$ cat src/hw/rtl/epsm_pkg.sv
// ---------------------------------------------------------------------------
// epsm_pkg
// shared constants for the encoder pulse speed meter
// ---------------------------------------------------------------------------
package epsm_pkg;

    localparam int RING_DEPTH_DEF = 8;

    localparam logic [15:0] STOP_TIME_RST = 16'd500;

    // 1000 ms/s * 256 fraction steps = 125 << 11
    localparam logic [6:0] RATE_MULT  = 7'd125;
    localparam int         RATE_SHIFT = 11;

    localparam int SPEED_W = 24;
    localparam int QUOT_W  = SPEED_W - 1;

    localparam logic signed [SPEED_W-1:0] SPEED_MAX = 24'sh7FFFFF;
    localparam logic signed [SPEED_W-1:0] SPEED_MIN = 24'sh800000;

    localparam logic signed [1:0] STEP_FWD  = 2'sb01;
    localparam logic signed [1:0] STEP_REV  = 2'sb11;
    localparam logic signed [1:0] STEP_NONE = 2'sb00;

endpackage

$ cat src/hw/rtl/encoder_pulse_speed_meter_top.sv
// ---------------------------------------------------------------------------
// encoder_pulse_speed_meter_top
// single-channel encoder pulse counter with windowed speed over a sample ring
// ---------------------------------------------------------------------------
// sequence: while the ring is not full a beat only updates the count; once it
//   is full, two ring reads, a multiply and a 23-step divide give the speed
// flow: a new beat is taken only after the result of the last one is handed on,
//   held by the restoring divider and the single ring read port
// reset: synchronous active-low aresetn clears count, ring fill and slot,
//   direction to forward, stop time to 500 ms; ring contents are not cleared
module encoder_pulse_speed_meter_top
    import epsm_pkg::*;
#(
    parameter int RING_DEPTH = RING_DEPTH_DEF
) (
    input  logic                      aclk,
    input  logic                      aresetn,

    input  logic                      cfg_valid,
    output logic                      cfg_ready,
    input  logic [15:0]               cfg_wdata,

    input  logic                      s_valid,
    output logic                      s_ready,
    input  logic                      s_sensor_level,
    input  logic [31:0]               s_time_ms,
    input  logic signed [1:0]         s_speed_sign,
    input  logic                      s_clear,

    output logic                      m_valid,
    input  logic                      m_ready,
    output logic signed [1:0]         m_pulse_step,
    output logic signed [31:0]        m_pulse_total,
    output logic                      m_sample_event,
    output logic signed [SPEED_W-1:0] m_speed,
    output logic                      m_speed_valid
);

    localparam int SLOT_W = (RING_DEPTH > 1) ? $clog2(RING_DEPTH) : 1;
    localparam int FILL_W = $clog2(RING_DEPTH + 1);
    localparam logic [SLOT_W-1:0] SLOT_LAST = SLOT_W'(RING_DEPTH - 1);
    localparam logic [FILL_W-1:0] FILL_FULL = FILL_W'(RING_DEPTH);
    localparam int PROD_W = 32 + 7;

    typedef enum logic [3:0] {
        ST_IDLE,
        ST_UPDATE,
        ST_RD_NEW,
        ST_RD_OLD,
        ST_GET,
        ST_MUL,
        ST_CHK,
        ST_DIV,
        ST_FIN,
        ST_DONE
    } state_t;

    state_t state_reg;

    logic [15:0]         stop_time_reg;
    logic [31:0]         pulse_count_reg;
    logic                last_level_reg;
    logic                going_fwd_reg;
    logic [SLOT_W-1:0]   slot_reg;
    logic [FILL_W-1:0]   fill_reg;
    logic [31:0]         last_edge_reg;

    logic                in_level_reg;
    logic [31:0]         in_time_reg;
    logic signed [1:0]   in_sign_reg;
    logic                in_clear_reg;

    logic signed [1:0]   step_reg;
    logic                event_reg;
    logic                full_reg;
    logic signed [SPEED_W-1:0] speed_reg;

    logic [63:0]         ring_mem [RING_DEPTH];
    logic [63:0]         rd_data_reg;
    logic [SLOT_W-1:0]   rd_addr;
    logic                ring_we;

    logic [63:0]         newest_reg;
    logic                neg_reg;
    logic                dp_zero_reg;
    logic [31:0]         mag_reg;
    logic [31:0]         dt_reg;
    logic [PROD_W-1:0]   prod_reg;
    logic                ovf_reg;
    logic [32:0]         rem_reg;
    logic [QUOT_W-1:0]   low_reg;
    logic [QUOT_W-1:0]   quot_reg;
    logic [4:0]          div_cnt_reg;

    // per-poll update
    logic [31:0]         cnt_base;
    logic                fwd_base;
    logic                fwd_next;
    logic [SLOT_W-1:0]   slot_base;
    logic [FILL_W-1:0]   fill_base;
    logic [31:0]         edge_base;
    logic                is_edge;
    logic [31:0]         cnt_next;
    logic [SLOT_W-1:0]   slot_next;
    logic [FILL_W-1:0]   fill_next;
    logic [31:0]         edge_next;
    logic [31:0]         idle_time;
    logic                stop_hit;
    logic [SLOT_W-1:0]   newest_slot;

    logic [31:0]         dp;
    logic [32:0]         rem_shift;
    logic                rem_ge;

    assign cfg_ready = 1'b1;
    assign s_ready   = (state_reg == ST_IDLE);

    always_comb begin
        cnt_base  = in_clear_reg ? 32'd0 : pulse_count_reg;
        fwd_base  = in_clear_reg ? 1'b1 : going_fwd_reg;
        slot_base = in_clear_reg ? '0 : slot_reg;
        fill_base = in_clear_reg ? '0 : fill_reg;
        edge_base = in_clear_reg ? in_time_reg : last_edge_reg;

        if (in_sign_reg == STEP_FWD) begin
            fwd_next = 1'b1;
        end else if (in_sign_reg[1]) begin
            fwd_next = 1'b0;
        end else begin
            fwd_next = fwd_base;
        end

        is_edge   = (in_level_reg != last_level_reg);
        idle_time = in_time_reg - edge_base;
        stop_hit  = (idle_time > {16'd0, stop_time_reg});

        cnt_next  = cnt_base;
        slot_next = slot_base;
        fill_next = fill_base;
        edge_next = edge_base;
        if (is_edge) begin
            cnt_next  = fwd_next ? cnt_base + 32'd1 : cnt_base - 32'd1;
            slot_next = (slot_base == SLOT_LAST) ? '0 : slot_base + 1'b1;
            fill_next = (fill_base == FILL_FULL) ? fill_base : fill_base + 1'b1;
            edge_next = in_time_reg;
        end else if (stop_hit) begin
            slot_next = '0;
            fill_next = '0;
            edge_next = in_time_reg;
        end
    end

    assign newest_slot = (slot_reg == '0) ? SLOT_LAST : slot_reg - 1'b1;
    assign rd_addr     = (state_reg == ST_RD_NEW) ? newest_slot : slot_reg;
    assign ring_we     = (state_reg == ST_UPDATE) && is_edge;

    // ring of {time, count} samples
    always_ff @(posedge aclk) begin
        if (ring_we) begin
            ring_mem[slot_base] <= {in_time_reg, cnt_next};
        end
        rd_data_reg <= ring_mem[rd_addr];
    end

    assign dp        = newest_reg[31:0] - rd_data_reg[31:0];
    assign rem_shift = {rem_reg[31:0], low_reg[QUOT_W-1]};
    assign rem_ge    = (rem_shift >= {1'b0, dt_reg});

    always_ff @(posedge aclk) begin
        if (!aresetn) begin
            state_reg       <= ST_IDLE;
            stop_time_reg   <= STOP_TIME_RST;
            pulse_count_reg <= 32'd0;
            last_level_reg  <= 1'b0;
            going_fwd_reg   <= 1'b1;
            slot_reg        <= '0;
            fill_reg        <= '0;
            last_edge_reg   <= 32'd0;
            m_valid         <= 1'b0;
        end else begin
            if (cfg_valid && cfg_ready) begin
                stop_time_reg <= cfg_wdata;
            end
            if (m_valid && m_ready && (state_reg != ST_DONE)) begin
                m_valid <= 1'b0;
            end

            unique case (state_reg)
                ST_IDLE: begin
                    if (s_valid) begin
                        in_level_reg <= s_sensor_level;
                        in_time_reg  <= s_time_ms;
                        in_sign_reg  <= s_speed_sign;
                        in_clear_reg <= s_clear;
                        state_reg    <= ST_UPDATE;
                    end
                end
                ST_UPDATE: begin
                    pulse_count_reg <= cnt_next;
                    going_fwd_reg   <= fwd_next;
                    slot_reg        <= slot_next;
                    fill_reg        <= fill_next;
                    last_edge_reg   <= edge_next;
                    last_level_reg  <= in_level_reg;
                    event_reg       <= is_edge;
                    step_reg        <= !is_edge ? STEP_NONE : (fwd_next ? STEP_FWD : STEP_REV);
                    full_reg        <= (fill_next == FILL_FULL);
                    speed_reg       <= '0;
                    state_reg       <= (fill_next == FILL_FULL) ? ST_RD_NEW : ST_DONE;
                end
                ST_RD_NEW: begin
                    state_reg <= ST_RD_OLD;
                end
                ST_RD_OLD: begin
                    newest_reg <= rd_data_reg;
                    state_reg  <= ST_GET;
                end
                ST_GET: begin
                    neg_reg     <= dp[31];
                    dp_zero_reg <= (dp == 32'd0);
                    mag_reg     <= dp[31] ? (32'd0 - dp) : dp;
                    dt_reg      <= newest_reg[63:32] - rd_data_reg[63:32];
                    state_reg   <= ST_MUL;
                end
                ST_MUL: begin
                    prod_reg  <= PROD_W'(mag_reg) * PROD_W'(RATE_MULT);
                    state_reg <= ST_CHK;
                end
                ST_CHK: begin
                    // quotient saturates iff prod << 11 >= dt << 23
                    ovf_reg     <= ({5'd0, prod_reg} >= {dt_reg, 12'd0});
                    rem_reg     <= {6'd0, prod_reg[PROD_W-1:12]};
                    low_reg     <= {prod_reg[11:0], {RATE_SHIFT{1'b0}}};
                    quot_reg    <= '0;
                    div_cnt_reg <= 5'(QUOT_W - 1);
                    if (dp_zero_reg || ({5'd0, prod_reg} >= {dt_reg, 12'd0})) begin
                        state_reg <= ST_FIN;
                    end else begin
                        state_reg <= ST_DIV;
                    end
                end
                ST_DIV: begin
                    rem_reg  <= rem_ge ? (rem_shift - {1'b0, dt_reg}) : rem_shift;
                    low_reg  <= {low_reg[QUOT_W-2:0], 1'b0};
                    quot_reg <= {quot_reg[QUOT_W-2:0], rem_ge};
                    if (div_cnt_reg == 5'd0) begin
                        state_reg <= ST_FIN;
                    end else begin
                        div_cnt_reg <= div_cnt_reg - 5'd1;
                    end
                end
                ST_FIN: begin
                    if (dp_zero_reg) begin
                        speed_reg <= '0;
                    end else if (ovf_reg) begin
                        speed_reg <= neg_reg ? SPEED_MIN : SPEED_MAX;
                    end else if (neg_reg) begin
                        speed_reg <= -$signed({1'b0, quot_reg});
                    end else begin
                        speed_reg <= $signed({1'b0, quot_reg});
                    end
                    state_reg <= ST_DONE;
                end
                ST_DONE: begin
                    if (!m_valid || m_ready) begin
                        m_valid        <= 1'b1;
                        m_pulse_step   <= step_reg;
                        m_pulse_total  <= pulse_count_reg;
                        m_sample_event <= event_reg;
                        m_speed        <= speed_reg;
                        m_speed_valid  <= full_reg;
                        state_reg      <= ST_IDLE;
                    end
                end
                default: begin
                    state_reg <= ST_IDLE;
                end
            endcase
        end
    end

    a_fill_bound: assert property (@(posedge aclk) disable iff (!aresetn)
        fill_reg <= FILL_FULL)
        else $error("ring fill beyond depth");

    a_slot_bound: assert property (@(posedge aclk) disable iff (!aresetn)
        slot_reg <= SLOT_LAST)
        else $error("write slot beyond depth");

    a_busy_after_beat: assert property (@(posedge aclk) disable iff (!aresetn)
        (s_valid && s_ready) |=> !s_ready)
        else $error("input taken while busy");

    a_speed_zero: assert property (@(posedge aclk) disable iff (!aresetn)
        (m_valid && !m_speed_valid) |-> (m_speed == '0))
        else $error("speed nonzero with ring not full");

    a_event_step: assert property (@(posedge aclk) disable iff (!aresetn)
        m_valid |-> (m_sample_event == (m_pulse_step != STEP_NONE)))
        else $error("sample event and step disagree");

endmodule

$ cat config.mk
export PLATFORM = sky130hd
export DESIGN_NAME = encoder_pulse_speed_meter_top
export DESIGN_NICKNAME = d
export VERILOG_FILES = /design/src/hw/rtl/epsm_pkg.sv /design/src/hw/rtl/encoder_pulse_speed_meter_top.sv
export SDC_FILE = /design/constraint.sdc
export NUM_CORES = 2
export LEC_CHECK = 0
export ABC_AREA = 1
export BUFFER_PORTS_ARGS = -buffer_cell sky130_fd_sc_hd__buf_2
export CAP_MARGIN = 30
export CORE_ASPECT_RATIO = 1.5
export CORE_MARGIN = 2
export CORE_UTILIZATION = 33
export DETAILED_ROUTE_END_ITERATION = 6
export GPL_TIMING_DRIVEN = 0
export SLEW_MARGIN = 10
export SYNTH_ARGS = -nofsm -noshare
export SYNTH_HDL_FRONTEND = slang
export SYNTH_SLANG_ARGS = --single-unit
export TNS_END_PERCENT = 50
$ cat constraint.sdc
create_clock -name aclk -period 14.7 [get_ports aclk]
set_input_delay 0.735 -clock aclk [delete_from_list [all_inputs] [get_ports aclk]]
set_output_delay 0.735 -clock aclk [all_outputs]
set_load 0.02 [all_outputs]
==> impl_metrics.env <==
export IMPL_outcome="finished, violations left"
export IMPL_violations="DRC"
export IMPL_maxSlewViolCount=0
export IMPL_yosysTopAreaCellShare_pct=48.0
export IMPL_hold_violations=0
export IMPL_max_freq_ghz=0.157
export IMPL_layout_common_cells="edfxtp_1 (878), nand2_1 (849), inv_1 (600)"
export IMPL_end_kind="flop"
export IMPL_crit_required_ns=15.28
export IMPL_min_period_over_period_pct=43.5
export IMPL_max_slew_margin_rel_pct=34.4
export IMPL_finalSetupViolCount=0
export IMPL_grt_max_degree=34
export IMPL_setup_tns_ns=0
export IMPL_cp_max_fo=10
export IMPL_fin_skew_ns=0.0467
export IMPL_start_util_pct=33.2
export IMPL_synth_seq_cells=1036
export IMPL_start_kind="flop"
export IMPL_rows=183
export IMPL_hpwl_mm=117
export IMPL_vias=40100
export IMPL_ys_warn_count=0
export IMPL_tightestPinTransition_ns=0.979
export IMPL_syn2layout_area_growth_pct=14.1
export IMPL_hp_class="in2reg"
export IMPL_post_drt_via_cell_ratio=4.98
export IMPL_ir_worst_vdd_mv=0.105
export IMPL_fin_ws_ns=8.31
export IMPL_dp_slack_ns=8.44
export IMPL_syn_nets=5906
export IMPL_htree_levels=3
export IMPL_cp_data_arrival_time_ns=6.96
export IMPL_fin_nets=6219
export IMPL_yosysSeqAreaShare_pct=53.7
export IMPL_slowest_stage="buf_1"
export IMPL_routed_wl_mm=150
export IMPL_drt_pass1_iter_count=7
export IMPL_synth_ff_type="edfxtp_1"
export IMPL_drive_above_1_share_pct=8.05
export IMPL_core_area_um2=166000
export IMPL_fin_crit_ns=6.39
export IMPL_synth_cells=5433
export IMPL_p_per_area_nw_per_um2=145
export IMPL_synth_distinct_cells=71
export IMPL_cts_root_buf="clkbuf_16"
export IMPL_cts_sinks=1036
export IMPL_dieArea_um2=170000
export IMPL_first_iter_violations=2501
export IMPL_gp_congestion=0.929
export IMPL_die_w_um=337
export IMPL_p_leak_nw=24.6
export IMPL_reg2reg_slack_ns=8.31
export IMPL_path_clk_slew_ns=0.07
export IMPL_antenna_found_initial=2
export IMPL_syn_avg_cell_area_um2=10.1
export IMPL_die_y_um=504
export IMPL_drc=4
export IMPL_largest_register_ffs=512
export IMPL_overflow=0
export IMPL_synthArstFlopShare_pct=0
export IMPL_ios=120
export IMPL_postCtsHoldBufs=0
export IMPL_grt_pass1_vias=40900
export IMPL_rsz0062_at_grt="no"
export IMPL_maxCapViolations=0
export IMPL_grt_pass1_wl_mm=229
export IMPL_synthTopCellsByArea="edfxtp_1 (48%), ha_1 (6.7%), nand2_1 (5.8%), dfxtp_1 (5.8%), fa_1 (4.5%)"
export IMPL_synth_edff_count=878
export IMPL_synth_area_leader_cell="edfxtp_1"
export IMPL_layout_commonest_cell="edfxtp_1"
export IMPL_cts_buffer_depth=3
export IMPL_port_buffers=117
export IMPL_post_cts_resized=0
export IMPL_track_usage_pct=17.4
export IMPL_insertion_delay_ns=0.74
export IMPL_numCtsBuffers=102
export IMPL_fill_cells=16300
export IMPL_cp_common_cell="nand2_1"
export IMPL_crit_type="reg2reg"
export IMPL_synth_area_um2=55000
export IMPL_max_stage_delay_ns=0.80
export IMPL_postCtsSetupBuffers=0
export IMPL_ant_nets=0
export IMPL_wl_per_cell_um=18.6
export IMPL_cts_tree="yes"
==> power by group <==
part | internal, mW | switching [mW] | total (mW)
registers | 3.58 | 0.134 | 3.71
clock network | 1.44 | 1.17 | 2.62
logic | 0.875 | 1.86 | 2.74
==> final timing paths <==
check	from	endpoint	cells after the start
worst min-delay path	s_time_ms[28]	in_time_reg[28]	1
worst min register to register	speed_reg[22]	m_speed[22]	0
worst max register to register	in_clear_reg	last_edge_reg[20]	28
worst max-delay path	in_clear_reg	last_edge_reg[20]	28
==> cells by family after synthesis <==
family	Yosys count	synth area share, %
AND/OR/NAND/NOR	1673	12.4
multiplexers	30	0.546
adder cells (fa/ha/maj)	416	11.1
AO/OA/AOI/OAI	1307	13.7
buffers and inverters	788	5.47
flip-flops	1036	53.7
other	1	0.00682
XOR/XNOR	182	2.95
==> synthesized netlist by cell type (all sizes together), types with 14 or more instances <==
cell type  count
edfxtp       878
nand2        859
inv          607
nor2         554
o21ai        513
a21oi        362
ha           293
dfxtp        158
clkbuf       149
o21bai       138
fa           123
xor2         122
nand3        115
a31oi        100
o22ai         65
xnor2         60
nor3          54
nand4         49
o211ai        44
buf           30
mux2i         30
a21boi        19
nor4          16
a211oi        14
==> critical path, delay by kind of cell (launching register included) <==
kind,cells,cell delay (ns)
simple gates,16,2.60
compound gates,3,0.25
xor+xnor,1,0.19
mux,1,0.27
buf+inv,5,1.96
flops,1,0.31
fa+ha+maj,2,0.65
==> metrics by stage <==
stage	cell area, um^2	hold WS (ns)	cells	total power [mW]	utilization (%)
6_report	62700	0.172	8057	9.07	37.9
5_1_grt	62700	0.136	8057	9.56	37.9
4_1_cts	62700	0.114	8048	9.13	37.9
3_5_place_dp	59300	0.405	7854	6.51	35.8
3_3_place_gp	58300	0.401	7770	6.46	35.2
2_1_floorplan	55000	0.400	5433	5.61	-
==> metal layers <==
metal	routed length [um]	up-vias	track usage, %
met5	0	-	0
met4	7220	0	8.33
met3	5260	329	1.92
met2	82700	960	34.1
met1	54500	19400	17.9
li1	-	19400	-
==> cell type report <==
type | count | area, um^2 | area share (%)
sequential | 1036 | 29500 | 47.1
antenna | 1 | 2.50 | 0.00399
clock buffer | 137 | 2810 | 4.47
multi-input combinational | 3609 | 22500 | 35.9
timing repair buffer | 209 | 1530 | 2.44
clock inverter | 57 | 542 | 0.863
inverter | 609 | 2290 | 3.64
tap | 2220 | 2780 | 4.43
buffer | 179 | 723 | 1.15
(Power assumes the default switching activity.)
